===== config.mk =====
export PLATFORM = sky130hd
export DESIGN_NAME = rainbow_led_frame_generator
export DESIGN_NICKNAME = d
export VERILOG_FILES = /design/src/rlfg_pkg.sv /design/src/rainbow_led_frame_generator.sv /design/src/rlfg_ctrl.sv /design/src/rlfg_datapath.sv
export SDC_FILE = /design/constraint.sdc
export NUM_CORES = 1
export LEC_CHECK = 0
export BUFFER_PORTS_ARGS = -buffer_cell sky130_fd_sc_hd__buf_2
export CORE_AREA = 2 2 190 192
export CTS_CLUSTER_DIAMETER = 120
export DETAILED_ROUTE_END_ITERATION = 7
export DIE_AREA = 0 0 192 194
export GPL_TIMING_DRIVEN = 0
export PLACE_DENSITY = 0.68
export SLEW_MARGIN = 20
export SYNTH_ARGS = -nofsm -noshare
export SYNTH_HDL_FRONTEND = slang
export SYNTH_SLANG_ARGS = --single-unit

===== constraint.sdc =====
create_clock -name clock -period 6.65 [get_ports clock]
set_clock_uncertainty 0.2 [all_clocks]
set_input_delay 0.3325 -clock clock [delete_from_list [all_inputs] [get_ports clock]]
set_output_delay 0.3325 -clock clock [all_outputs]
set_load 0.01 [all_outputs]

===== src/rlfg_pkg.sv =====
// ----------------------------------------------------------------------------
// rlfg_pkg
// Shared constants, register indexes and controller/datapath interface types
// for the rainbow LED frame generator.
// ----------------------------------------------------------------------------
package rlfg_pkg;

   localparam int LED_CAPACITY_DEFAULT = 64;

   // hue circle and level constants
   localparam int FULL_CIRCLE = 360;
   localparam int SECTOR_SPAN = 60;
   localparam int LEVEL_MAX   = 255;

   // configuration port
   localparam int CSR_ADDR_W = 3;
   localparam int CSR_DATA_W = 9;

   localparam logic [CSR_ADDR_W-1:0] REG_LED_COUNT  = 3'd0;
   localparam logic [CSR_ADDR_W-1:0] REG_SATURATION = 3'd1;
   localparam logic [CSR_ADDR_W-1:0] REG_BRIGHTNESS = 3'd2;
   localparam logic [CSR_ADDR_W-1:0] REG_HUE_STEP   = 3'd3;

   // register reset values
   localparam logic [6:0] LED_COUNT_RESET  = 7'd50;
   localparam logic [7:0] SATURATION_RESET = 8'd255;
   localparam logic [7:0] BRIGHTNESS_RESET = 8'd100;
   localparam logic [8:0] HUE_STEP_RESET   = 9'd3;

   // controller to datapath commands
   typedef struct packed {
      logic load;        // latch frame parameters, clear divider and accumulators
      logic div_step;    // one restoring division step of 360 / count
      logic calc_hue;    // hue of the current led, span = max - min
      logic calc_mul;    // sector, offset in sector, span * offset
      logic calc_rec;    // reciprocal multiply for the divide by 60
      logic calc_out;    // correct quotient, select channels into output regs
      logic advance;     // step to the next led
      logic frame_done;  // advance the base hue
   } rlfg_cmd_type;

   // datapath to controller status
   typedef struct packed {
      logic div_done;    // current division step is the final one
      logic last;        // led in the output register closes the frame
   } rlfg_sts_type;

endpackage


===== src/rainbow_led_frame_generator.sv =====
// ----------------------------------------------------------------------------
// rainbow_led_frame_generator
// Per frame request, emits one rgb color per led of a rainbow spread over the
// strip, then rotates the rainbow by the configured hue step.
//
//   channel | dir | transfer                 | payload
//   req_    | in  | one frame request        | tdata[0] frame_tick
//   rsp_    | out | one led color            | tdata led_index/red/green/blue, tlast
//   csr_    | in  | register write, no wait  | addr = register index, wdata
//
// With rsp_tready held high, a frame runs the bit-serial divider for the hue
//   spacing, then steps each led through the stepped hue, multiply, reciprocal
//   and select stages plus the output state.
// A tick of zero is taken and emits nothing.
// Reset is synchronous; it restores the register defaults and a base hue of 0.
// A stalled result holds the datapath; req_tready is high only between frames.
// ----------------------------------------------------------------------------
module rainbow_led_frame_generator #(
   parameter int LED_CAPACITY = rlfg_pkg::LED_CAPACITY_DEFAULT
) (
   input  logic                            clock,
   input  logic                            reset,
   // request channel
   input  logic                            req_tvalid,
   output logic                            req_tready,
   input  logic [7:0]                      req_tdata,   // [0] frame_tick, [7:1] zero
   // result channel
   output logic                            rsp_tvalid,
   input  logic                            rsp_tready,
   output logic [31:0]                     rsp_tdata,   // [5:0] led_index, [13:6] red,
                                                        // [21:14] green, [29:22] blue,
                                                        // [31:30] zero
   output logic                            rsp_tlast,   // frame_last
   // configuration port
   input  logic                            csr_we,
   input  logic [rlfg_pkg::CSR_ADDR_W-1:0] csr_addr,
   input  logic [rlfg_pkg::CSR_DATA_W-1:0] csr_wdata
);

   rlfg_pkg::rlfg_cmd_type cmd;
   rlfg_pkg::rlfg_sts_type sts;

   logic [5:0] led_index;
   logic [7:0] red;
   logic [7:0] green;
   logic [7:0] blue;

   rlfg_ctrl u_ctrl (
      .clock      (clock),
      .reset      (reset),
      .req_tvalid (req_tvalid),
      .req_tready (req_tready),
      .frame_tick (req_tdata[0]),
      .rsp_tvalid (rsp_tvalid),
      .rsp_tready (rsp_tready),
      .sts        (sts),
      .cmd        (cmd)
   );

   rlfg_datapath #(
      .LED_CAPACITY (LED_CAPACITY)
   ) u_datapath (
      .clock      (clock),
      .reset      (reset),
      .csr_we     (csr_we),
      .csr_addr   (csr_addr),
      .csr_wdata  (csr_wdata),
      .cmd        (cmd),
      .sts        (sts),
      .led_index  (led_index),
      .red        (red),
      .green      (green),
      .blue       (blue),
      .frame_last (rsp_tlast)
   );

   assign rsp_tdata = {2'b00, blue, green, red, led_index};

endmodule


===== src/rlfg_ctrl.sv =====
// ----------------------------------------------------------------------------
// rlfg_ctrl
// Frame sequencer: accepts frame requests, runs the per-frame setup and steps
// the datapath through each led, holding the result until it is taken.
// ----------------------------------------------------------------------------
module rlfg_ctrl (
   input  logic                  clock,
   input  logic                  reset,
   input  logic                  req_tvalid,
   output logic                  req_tready,
   input  logic                  frame_tick,
   output logic                  rsp_tvalid,
   input  logic                  rsp_tready,
   input  rlfg_pkg::rlfg_sts_type sts,
   output rlfg_pkg::rlfg_cmd_type cmd
);

   localparam logic [2:0] ST_IDLE = 3'd0;
   localparam logic [2:0] ST_DIV  = 3'd1;
   localparam logic [2:0] ST_HUE  = 3'd2;
   localparam logic [2:0] ST_MUL  = 3'd3;
   localparam logic [2:0] ST_REC  = 3'd4;
   localparam logic [2:0] ST_FIN  = 3'd5;
   localparam logic [2:0] ST_OUT  = 3'd6;

   logic [2:0] state_ff;
   logic [2:0] state_in;

   always_comb begin
      state_in   = state_ff;
      cmd        = '0;
      req_tready = 1'b0;
      rsp_tvalid = 1'b0;
      unique case (state_ff)
         ST_IDLE: begin
            req_tready = 1'b1;
            if (req_tvalid && frame_tick) begin
               cmd.load = 1'b1;
               state_in = ST_DIV;
            end
         end
         ST_DIV: begin
            cmd.div_step = 1'b1;
            if (sts.div_done) begin
               state_in = ST_HUE;
            end
         end
         ST_HUE: begin
            cmd.calc_hue = 1'b1;
            state_in     = ST_MUL;
         end
         ST_MUL: begin
            cmd.calc_mul = 1'b1;
            state_in     = ST_REC;
         end
         ST_REC: begin
            cmd.calc_rec = 1'b1;
            state_in     = ST_FIN;
         end
         ST_FIN: begin
            cmd.calc_out = 1'b1;
            state_in     = ST_OUT;
         end
         ST_OUT: begin
            rsp_tvalid = 1'b1;
            if (rsp_tready) begin
               if (sts.last) begin
                  cmd.frame_done = 1'b1;
                  state_in       = ST_IDLE;
               end else begin
                  cmd.advance = 1'b1;
                  state_in    = ST_HUE;
               end
            end
         end
         default: begin
            state_in = ST_IDLE;
         end
      endcase
   end

   always_ff @(posedge clock) begin
      if (reset) begin
         state_ff <= ST_IDLE;
      end else begin
         state_ff <= state_in;
      end
   end

endmodule


===== src/rlfg_datapath.sv =====
// ----------------------------------------------------------------------------
// rlfg_datapath
// Configuration registers, hue spacing divider, hue accumulator and the
// integer hsv to rgb conversion with its output register.
// ----------------------------------------------------------------------------
module rlfg_datapath #(
   parameter int LED_CAPACITY = rlfg_pkg::LED_CAPACITY_DEFAULT
) (
   input  logic                              clock,
   input  logic                              reset,
   input  logic                              csr_we,
   input  logic [rlfg_pkg::CSR_ADDR_W-1:0]   csr_addr,
   input  logic [rlfg_pkg::CSR_DATA_W-1:0]   csr_wdata,
   input  rlfg_pkg::rlfg_cmd_type            cmd,
   output rlfg_pkg::rlfg_sts_type            sts,
   output logic [5:0]                        led_index,
   output logic [7:0]                        red,
   output logic [7:0]                        green,
   output logic [7:0]                        blue,
   output logic                              frame_last
);

   localparam int CNT_W = $clog2(LED_CAPACITY + 1);
   localparam int RECIP15 = 4369;   // 65535 / 15
   localparam logic [9:0] CIRCLE10 = 10'(rlfg_pkg::FULL_CIRCLE);
   localparam logic [8:0] CIRCLE9  = 9'(rlfg_pkg::FULL_CIRCLE);

   // configuration registers
   logic [6:0] led_count_ff;
   logic [7:0] saturation_ff;
   logic [7:0] brightness_ff;
   logic [8:0] hue_step_ff;

   always_ff @(posedge clock) begin
      if (reset) begin
         led_count_ff  <= rlfg_pkg::LED_COUNT_RESET;
         saturation_ff <= rlfg_pkg::SATURATION_RESET;
         brightness_ff <= rlfg_pkg::BRIGHTNESS_RESET;
         hue_step_ff   <= rlfg_pkg::HUE_STEP_RESET;
      end else if (csr_we) begin
         unique case (csr_addr)
            rlfg_pkg::REG_LED_COUNT:  led_count_ff  <= csr_wdata[6:0];
            rlfg_pkg::REG_SATURATION: saturation_ff <= csr_wdata[7:0];
            rlfg_pkg::REG_BRIGHTNESS: brightness_ff <= csr_wdata[7:0];
            rlfg_pkg::REG_HUE_STEP:   hue_step_ff   <= csr_wdata;
            default: begin
            end
         endcase
      end
   end

   // base hue, the only state carried between frames
   logic [8:0] base_hue_ff;
   logic [8:0] step_mod;
   logic [9:0] base_sum;
   logic [8:0] base_hue_in;

   always_comb begin
      step_mod    = (hue_step_ff >= CIRCLE9) ? 9'(hue_step_ff - CIRCLE9) : hue_step_ff;
      base_sum    = {1'b0, base_hue_ff} + {1'b0, step_mod};
      base_hue_in = (base_sum >= CIRCLE10) ? 9'(base_sum - CIRCLE10) : base_sum[8:0];
   end

   always_ff @(posedge clock) begin
      if (reset) begin
         base_hue_ff <= '0;
      end else if (cmd.frame_done) begin
         base_hue_ff <= base_hue_in;
      end
   end

   // led count clamped to 1..LED_CAPACITY
   logic [CNT_W-1:0] count_clamp;

   always_comb begin
      if (led_count_ff == 7'd0) begin
         count_clamp = CNT_W'(1);
      end else if (led_count_ff > 7'(LED_CAPACITY)) begin
         count_clamp = CNT_W'(LED_CAPACITY);
      end else begin
         count_clamp = CNT_W'(led_count_ff);
      end
   end

   // restoring divider for 360 / count, one quotient bit a cycle
   logic [CNT_W-1:0] count_ff;
   logic [8:0]       div_num_ff;
   logic [8:0]       div_q_ff;
   logic [CNT_W-1:0] div_rem_ff;
   logic [3:0]       div_cnt_ff;
   logic [CNT_W:0]   div_trial;
   logic             div_ge;
   logic [CNT_W-1:0] div_rem_in;

   always_comb begin
      div_trial  = {div_rem_ff, div_num_ff[8]};
      div_ge     = div_trial >= {1'b0, count_ff};
      div_rem_in = div_ge ? CNT_W'(div_trial - {1'b0, count_ff}) : div_trial[CNT_W-1:0];
   end

   // min level: brightness * (255 - saturation) / 255
   logic [7:0]  top_ff;
   logic [15:0] bot_prod_ff;
   logic [7:0]  bot_ff;
   logic [16:0] bot_calc;

   // x / 255 for 16-bit x as (x + (x >> 8) + 1) >> 8
   assign bot_calc = 17'(bot_prod_ff) + 17'(bot_prod_ff >> 8) + 17'd1;

   // hue accumulator: offset of led i is i * 360 / count, tracked as quotient and remainder
   logic [CNT_W-1:0] idx_ff;
   logic [8:0]       offs_ff;
   logic [CNT_W-1:0] acc_rem_ff;
   logic [CNT_W:0]   rem_sum;
   logic             rem_wrap;

   always_comb begin
      rem_sum  = {1'b0, acc_rem_ff} + {1'b0, div_rem_ff};
      rem_wrap = rem_sum >= {1'b0, count_ff};
   end

   always_ff @(posedge clock) begin
      if (cmd.load) begin
         count_ff    <= count_clamp;
         div_num_ff  <= CIRCLE9;
         div_q_ff    <= '0;
         div_rem_ff  <= '0;
         div_cnt_ff  <= '0;
         top_ff      <= brightness_ff;
         bot_prod_ff <= 16'(brightness_ff * (8'(rlfg_pkg::LEVEL_MAX) - saturation_ff));
         idx_ff      <= '0;
         offs_ff     <= '0;
         acc_rem_ff  <= '0;
      end else if (cmd.div_step) begin
         div_num_ff <= {div_num_ff[7:0], 1'b0};
         div_q_ff   <= {div_q_ff[7:0], div_ge};
         div_rem_ff <= div_rem_in;
         div_cnt_ff <= div_cnt_ff + 4'd1;
         bot_ff     <= bot_calc[15:8];
      end else if (cmd.advance) begin
         idx_ff <= idx_ff + CNT_W'(1);
         if (rem_wrap) begin
            acc_rem_ff <= CNT_W'(rem_sum - {1'b0, count_ff});
            offs_ff    <= offs_ff + div_q_ff + 9'd1;
         end else begin
            acc_rem_ff <= rem_sum[CNT_W-1:0];
            offs_ff    <= offs_ff + div_q_ff;
         end
      end
   end

   // per-led conversion pipeline, stepped one stage a cycle, held while a result waits to be taken
   logic [8:0]  hue_ff;
   logic [7:0]  span_ff;
   logic [2:0]  sector_ff;
   logic [13:0] prod_ff;
   logic [24:0] recip_ff;
   logic [9:0]  hue_sum;
   logic [8:0]  hue_in;
   logic [2:0]  sector_in;
   logic [8:0]  sector_start;
   logic [5:0]  hue_mod;
   logic [11:0] prod_q4;
   logic [8:0]  q_est;
   logic [11:0] q_rem;
   logic [7:0]  ramp;
   logic [7:0]  red_in;
   logic [7:0]  green_in;
   logic [7:0]  blue_in;

   always_comb begin
      hue_sum = {1'b0, base_hue_ff} + {1'b0, offs_ff};
      hue_in  = (hue_sum >= CIRCLE10) ? 9'(hue_sum - CIRCLE10) : hue_sum[8:0];
   end

   always_comb begin
      if (hue_ff < 9'(rlfg_pkg::SECTOR_SPAN)) begin
         sector_in = 3'd0;
      end else if (hue_ff < 9'(rlfg_pkg::SECTOR_SPAN * 2)) begin
         sector_in = 3'd1;
      end else if (hue_ff < 9'(rlfg_pkg::SECTOR_SPAN * 3)) begin
         sector_in = 3'd2;
      end else if (hue_ff < 9'(rlfg_pkg::SECTOR_SPAN * 4)) begin
         sector_in = 3'd3;
      end else if (hue_ff < 9'(rlfg_pkg::SECTOR_SPAN * 5)) begin
         sector_in = 3'd4;
      end else begin
         sector_in = 3'd5;
      end
      sector_start = 9'(sector_in * 6'(rlfg_pkg::SECTOR_SPAN));
      hue_mod      = 6'(hue_ff - sector_start);
   end

   // x / 60 = (x / 4) / 15, quotient estimate is exact or one low
   always_comb begin
      prod_q4 = prod_ff[13:2];
      q_est   = recip_ff[24:16];
      q_rem   = prod_q4 - 12'(q_est * 4'd15);
      ramp    = (q_rem >= 12'd15) ? 8'(q_est + 9'd1) : 8'(q_est);
   end

   always_comb begin
      unique case (sector_ff)
         3'd0: begin
            red_in = top_ff;          green_in = bot_ff + ramp; blue_in = bot_ff;
         end
         3'd1: begin
            red_in = top_ff - ramp;   green_in = top_ff;        blue_in = bot_ff;
         end
         3'd2: begin
            red_in = bot_ff;          green_in = top_ff;        blue_in = bot_ff + ramp;
         end
         3'd3: begin
            red_in = bot_ff;          green_in = top_ff - ramp; blue_in = top_ff;
         end
         3'd4: begin
            red_in = bot_ff + ramp;   green_in = bot_ff;        blue_in = top_ff;
         end
         default: begin
            red_in = top_ff;          green_in = bot_ff;        blue_in = top_ff - ramp;
         end
      endcase
   end

   logic [7:0] red_ff;
   logic [7:0] green_ff;
   logic [7:0] blue_ff;
   logic       last_ff;

   always_ff @(posedge clock) begin
      if (cmd.calc_hue) begin
         hue_ff  <= hue_in;
         span_ff <= top_ff - bot_ff;
      end
      if (cmd.calc_mul) begin
         sector_ff <= sector_in;
         prod_ff   <= 14'(span_ff * hue_mod);
      end
      if (cmd.calc_rec) begin
         recip_ff <= 25'(prod_ff[13:2] * 13'(RECIP15));
      end
      if (cmd.calc_out) begin
         red_ff   <= red_in;
         green_ff <= green_in;
         blue_ff  <= blue_in;
         last_ff  <= idx_ff == CNT_W'(count_ff - CNT_W'(1));
      end
   end

   assign sts.div_done = div_cnt_ff == 4'd8;
   assign sts.last     = last_ff;

   assign led_index  = 6'(idx_ff);
   assign red        = red_ff;
   assign green      = green_ff;
   assign blue       = blue_ff;
   assign frame_last = last_ff;

`ifndef NO_ASSERTIONS
   // the divider has settled on 360 = q * count + r before any hue is formed
   a_div_result: assert property (@(posedge clock) disable iff (reset)
      cmd.calc_hue |-> ((32'(div_q_ff) * 32'(count_ff) + 32'(div_rem_ff))
                        == 32'(rlfg_pkg::FULL_CIRCLE)) && (div_rem_ff < count_ff))
      else $error("hue spacing divider result inconsistent");

   // every led handled lies inside the frame and its offset stays below a full circle
   a_led_range: assert property (@(posedge clock) disable iff (reset)
      cmd.calc_hue |-> (idx_ff < count_ff) && (offs_ff < CIRCLE9))
      else $error("led index or hue offset out of range");

   // no channel may exceed the max level after conversion
   a_level_bound: assert property (@(posedge clock) disable iff (reset)
      cmd.calc_out |=> (red_ff <= top_ff) && (green_ff <= top_ff) && (blue_ff <= top_ff))
      else $error("channel level above brightness");

   // base hue stays on the circle
   a_base_range: assert property (@(posedge clock) disable iff (reset)
      base_hue_ff < CIRCLE9)
      else $error("base hue out of range");
`endif

endmodule

==> run summary, run 1 <==
Status = completed
Core Util, Final = 55.7%
DR DRC count = 0
Antenna cells = 0
Worst EP required = 6.63 ns
WL final = 39.5 mm
CTS tree = built
Worst EP arrival = 6.50 ns
# rows = 69
Synthesized area = 17400 µm²
Crit path buffers/inverters = 3
Clk slew on worst S/H paths = 0.08 ns
Final ANT Viol Nets = 0
Met1 Use GR = 28.1%
H-tree depth = 4
Syn avg cell area = 9.30 µm²
Fraction of layout cells with a size suffix above 1 = 10.2%
Worst slack, placed = -0.482 ns
Crit path largest cell delay = 0.53 ns
Final setup margin = 0.133 ns
Root buffer cell = clkbuf_16
Crit-path slowest cell = fa_1
RSZ-0062 raised after global routing = true
DR iter-0 viols = 768
Num Clock Sinks = 198
Die width = 192 µm
Clock Latency Late Sink = 0.45 ns
Most frequent CP cell = fa_1
Vias/cell = 5.45
Fin area = 19600 µm²
Final hold vios = 0
Met2 global-route usage = 39.3%
Post-synth EDFFs = 105
Die area = 37200 µm²
Commonest non-fill, non-tap cell in the layout = inv_1
Num CTS Buffers = 17
Global-route wire length before repair = 66.0 mm
Min Tclk post-route = 6.52 ns
Max-slew violations = 0
Max Fclk = 153 MHz
VDD IR max = 0.144 mV
Synth Instances = 1871
Seq/Total Area, Yosys = 28.8%
Number of global-route vias before repair = 13600
#FFs+latches synth = 198
MaxCap Viol Count = 0
Max Buffers Root-to-Sink = 2
Placed cell count = 2386
Setup CP Type = reg2reg
Final std cells w/o fill = 2455
Die H = 194 µm
Worst hold path class = in2reg
Area grow syn2layout = 12.7%
Startpoint Class = flip-flop
First-pass DRT Iterations = 5
I/O pin total = 60
Initial core utilization = 49.4%
CP endpoint kind = flip-flop
Crit Path Max Fanout = 8
Met3 Usage GRT = 2.21%
Nets = 2319
Total grt overflow = 0
Yosys warns = 0
Ys async rst share = 0%
Synth unique cells = 77
Worst-margin pin slew = 1.02 ns
Antenna violations before repair = 0
Layer with the highest usage = met2
GRT Util Overall = 21.9%
Number of port buffers = 49
Dominant synthesized flop cell = edfxtp_1
Final setup viols = 0
GPL Wtd Cong = 0.875
Largest net degree at the start of global routing = 27
Most frequent cells in the layout = 214 x inv_1, 198 x ha_1, 164 x nand2_1
Core region area = 35200 µm²
Worst path top cell family by delay = adder cells
DR WL/cell = 16.1 µm
Routed vias = 13400
LEAKAGE = 8.78 nW
Placed Instance Area = 18300 µm²
Final Hold Slack = 0.0960 ns
Detailed Place HPWL = 30.2 mm
Period utilization = 98.0%
Rel. slew slack = 32.1%
Pwr/cell area = 158 nW/µm²
-- cell usage after synthesis, drive strengths merged (24+ instances only) --
cell	instances	area share (%)
edfxtp	105	18
xnor2	98	5.0
nor2b	93	3.3
nor3	24	0.69
nand3	26	0.75
mux2i	34	2.0
clkbuf	40	0.86
ha	211	15
nor2	115	2.5
nand2	166	3.6
nand2b	53	1.9
a21o	38	1.6
dfxtp	93	11
a21oi	118	3.4
inv	223	4.8
a211oi	26	1.1
xor2	43	2.2
o21ai	64	1.8
fa	102	12
-- power breakdown --
part,internal [mW],total (mW),switching [mW]
clock,0.635,1.14,0.502
sequential,1.34,1.41,0.0687
combinational,0.241,0.546,0.304
-- path summary, 6_finish.rpt --
path | to | depth (start not counted) | startpoint | slack (ns)
max reg2reg | u_datapath.green[6]$_DFFE_PP_ | 26 | u_datapath.recip_ff[17]$_DFFE_PN_ | 0.13
min | u_datapath.saturation_ff[7]$_SDFFE_PP1P_ | 2 | reset | 0.1
max | u_datapath.green[6]$_DFFE_PP_ | 26 | u_datapath.recip_ff[17]$_DFFE_PN_ | 0.13
min reg2reg | u_datapath.div_num_ff[3]$_SDFFE_PP1P_ | 2 | u_datapath.div_num_ff[3]$_SDFFE_PP1P_ | 0.25
-- flip-flops by register name, indices dropped and copies added (netlist names), 8 cells and up --
| register | count |
|---|---|
| u_datapath.bot_prod_ff | 16 |
| u_datapath.green | 8 |
| u_datapath.hue_step_ff | 9 |
| u_datapath.brightness_ff | 8 |
| u_datapath.bot_ff | 8 |
| u_datapath.top_ff | 8 |
| u_datapath.span_ff | 8 |
| u_datapath.offs_ff | 9 |
| u_datapath.recip_ff | 9 |
| u_datapath.red | 8 |
| u_datapath.saturation_ff | 8 |
| u_datapath.div_q_ff | 9 |
| u_datapath.prod_ff | 12 |
| u_datapath.hue_ff | 9 |
| u_datapath.blue | 8 |
| u_datapath.base_hue_ff | 9 |
-- worst register-to-register path, stage by stage (launching register included) --
cell,delay (ns)
edfxtp_1,0.41
inv_2,0.09
fa_1,0.53
inv_1,0.05
fa_1,0.45
fa_1,0.51
inv_2,0.05
ha_4,0.23
a21o_1,0.22
a221oi_2,0.29
xnor2_1,0.13
a2111oi_2,0.42
nand4_1,0.23
nor2_1,0.17
nand2_2,0.19
xnor2_4,0.23
ha_2,0.21
fa_2,0.39
nor2b_1,0.12
o21ai_1,0.09
nand2b_1,0.12
a21o_1,0.15
a21oi_2,0.07
xnor2_2,0.16
mux2_4,0.28
mux2i_1,0.16
o21ai_1,0.10
-- layer usage --
| layer | vias up | part of all wire [%] | wire length [µm] |
|---|---|---|---|
| met2 | 272 | 51 | 20100 |
| met5 | - | 0 | 0 |
| met4 | 0 | 2.0 | 777 |
| met1 | 6467 | 44 | 17300 |
| met3 | 61 | 3.2 | 1280 |
| li1 | 6578 | - | - |
-- layout make-up --
| class | count | area (µm²) |
|---|---|---|
| Multi-Input combinational cell | 1397 | 11700 |
| Clock inverter | 12 | 153 |
| Timing Repair Buffer | 90 | 601 |
| Tap cell | 461 | 577 |
| Inverter | 224 | 841 |
| Buffer | 53 | 233 |
| Fill cell | 3085 | 15600 |
| Sequential cell | 198 | 5010 |
| Clock buffer | 20 | 500 |
-- timing repair --
action | CTS | global route
pin swaps | 8 | 41
hold endpoints to repair | 29 | 0
resized for setup | 17 | 62
setup buffers | 11 | 17
setup endpoints to repair | 18 | 18
hold buffers | 9 | 0
-- kinds of logic (layout without fill, tap and decap cells) --
family	after synthesis	in the layout	synth area share [%]
buf+inv	277	399	6.15
other cells	1	2	0.0215
flops	198	198	28.8
mux	41	41	2.41
fa+ha+maj	314	314	27.0
compound gates	356	356	13.2
simple gates	543	543	15.3
xor+xnor	141	141	7.14
-- stage by stage --
step	setup TNS [ns]	power, mW
after floorplan	0	1.82
after global placement	-3.09	1.94
after detailed placement	-3.74	1.96
after CTS	0	3.10
after global routing	-0.513	3.24
final	0	3.09
Power figures use the tool's default switching activity.
==> run 2: changes to the inputs <==
Settings changed: RECOVER_POWER from default to 25.
==> run summary, run 2 (synthesized netlist as in run 1, its figures left out) <==
Status = completed
Clk slew on worst S/H paths = 0.08 ns
Top Registers = u_datapath.bot_prod_ff (16), u_datapath.prod_ff (12)
Global-route wire length before repair = 66.0 mm
Number of global-route vias before repair = 13600
DR WL/cell = 16.0 µm
Period utilization = 97.7%
Largest net degree at the start of global routing = 27
Max Buffers Root-to-Sink = 2
Area grow syn2layout = 12.5%
LEAKAGE = 8.71 nW
Vias/cell = 5.45
Final hold vios = 0
Antenna cells = 0
Routed vias = 13400
GPL Wtd Cong = 0.875
Total grt overflow = 0
Number of port buffers = 49
DR DRC count = 0
Final std cells w/o fill = 2455
Placed cell count = 2386
CP endpoint kind = flip-flop
Rel. slew slack = 20.0%
Die area = 37200 µm²
Clock Latency Late Sink = 0.45 ns
Num Clock Sinks = 198
Final setup margin = 0.156 ns
Pwr/cell area = 158 nW/µm²
Fraction of layout cells with a size suffix above 1 = 8.88%
Final setup viols = 0
WL final = 39.3 mm
Setup CP Type = reg2reg
Num CTS Buffers = 17
Worst EP required = 6.64 ns
DR iter-0 viols = 731
Min Tclk post-route = 6.49 ns
Nets = 2319
Worst EP arrival = 6.48 ns
Final Hold Slack = 0.0993 ns
Final ANT Viol Nets = 0
Most frequent cells in the layout = 214 x inv_1, 198 x ha_1, 164 x nand2_1
RSZ-0062 raised after global routing = true
GRT Util Overall = 21.9%
Antenna violations before repair = 0
Biggest register = u_datapath.bot_prod_ff
Max reg flops = 16
Root buffer cell = clkbuf_16
Initial core utilization = 49.4%
Worst-margin pin slew = 1.19 ns
Max-slew violations = 0
MaxCap Viol Count = 0
CTS tree = built
VDD IR max = 0.144 mV
Max Fclk = 154 MHz
H-tree depth = 4
Crit Path Max Fanout = 8
Startpoint Class = flip-flop
Die H = 194 µm
Die width = 192 µm
Worst hold path class = in2reg
Worst slack, placed = -0.482 ns
# rows = 69
Detailed Place HPWL = 30.2 mm
First-pass DRT Iterations = 5
I/O pin total = 60
Commonest non-fill, non-tap cell in the layout = inv_1
Core region area = 35200 µm²
[run 2: repair_timing]
item                       4_1_cts  5_1_grt
resized for setup               17       62
hold buffers                     9        0
pin swaps                        8       41
setup endpoints to repair       18       18
buffers inserted                11       17
hold endpoints to repair        29        0
gates cloned                     0        0
[run 2: worst max-delay path, stage by stage (launching register included)]
cell,delay [ns]
edfxtp_1,0.41
inv_2,0.09
fa_1,0.53
inv_1,0.05
fa_1,0.45
fa_1,0.51
inv_2,0.05
ha_4,0.23
a21o_1,0.22
a221oi_2,0.29
xnor2_1,0.13
a2111oi_2,0.41
nand4_1,0.23
nor2_1,0.17
nand2_2,0.19
nor2_1,0.18
a21o_4,0.13
inv_2,0.06
ha_4,0.20
nor2b_2,0.15
o21ai_2,0.19
a21boi_2,0.10
o21ai_2,0.17
nor2b_4,0.19
xnor2_2,0.11
mux2i_1,0.21
mux2i_1,0.10
mux2_4,0.30
[run 2: per-layer routing]
layer | GRT usage, % | vias up | routed length (µm)
met5 | 0 | - | 0
met4 | 5.43 | 0 | 782
met3 | 2.21 | 58 | 1340
met2 | 39.3 | 286 | 20100
met1 | 28.1 | 6446 | 17200
li1 | - | 6580 | -
[run 2: cell type report]
type,instances,area [µm²]
Inverter,224,841
Fill cell,3104,15600
Clock buffer,20,500
Timing Repair Buffer,90,566
Tap cell,461,577
Sequential cell,198,5010
Buffer,53,233
Clock inverter,12,153
Multi-Input combinational cell,1397,11700
[run 2: power breakdown]
part           internal, mW  leakage, nW  switching (mW)
clock                 0.635        0.325           0.502
sequential             1.34         1.73          0.0682
combinational         0.241         6.65           0.304
[run 2: worst paths after layout]
path,depth (start not counted),endpoint,startpoint,slack (ns)
setup reg to reg,27,u_datapath.red[5]$_DFFE_PP_,u_datapath.recip_ff[17]$_DFFE_PN_,0.16
hold / removal,2,u_datapath.saturation_ff[7]$_SDFFE_PP1P_,reset,0.1
setup / recovery,27,u_datapath.red[5]$_DFFE_PP_,u_datapath.recip_ff[17]$_DFFE_PN_,0.16
hold reg to reg,2,u_datapath.div_num_ff[3]$_SDFFE_PP1P_,u_datapath.div_num_ff[3]$_SDFFE_PP1P_,0.25
[run 2: stage by stage]
stage	util, %	power, mW	setup TNS (ns)	area, µm²
after floorplan	-	1.82	0	17400
after global placement	51.8	1.94	-3.09	18200
after detailed placement	52.0	1.96	-3.74	18300
after CTS	54.5	3.10	0	19200
after global routing	55.6	3.24	-0.511	19600
final	55.6	3.09	0	19600
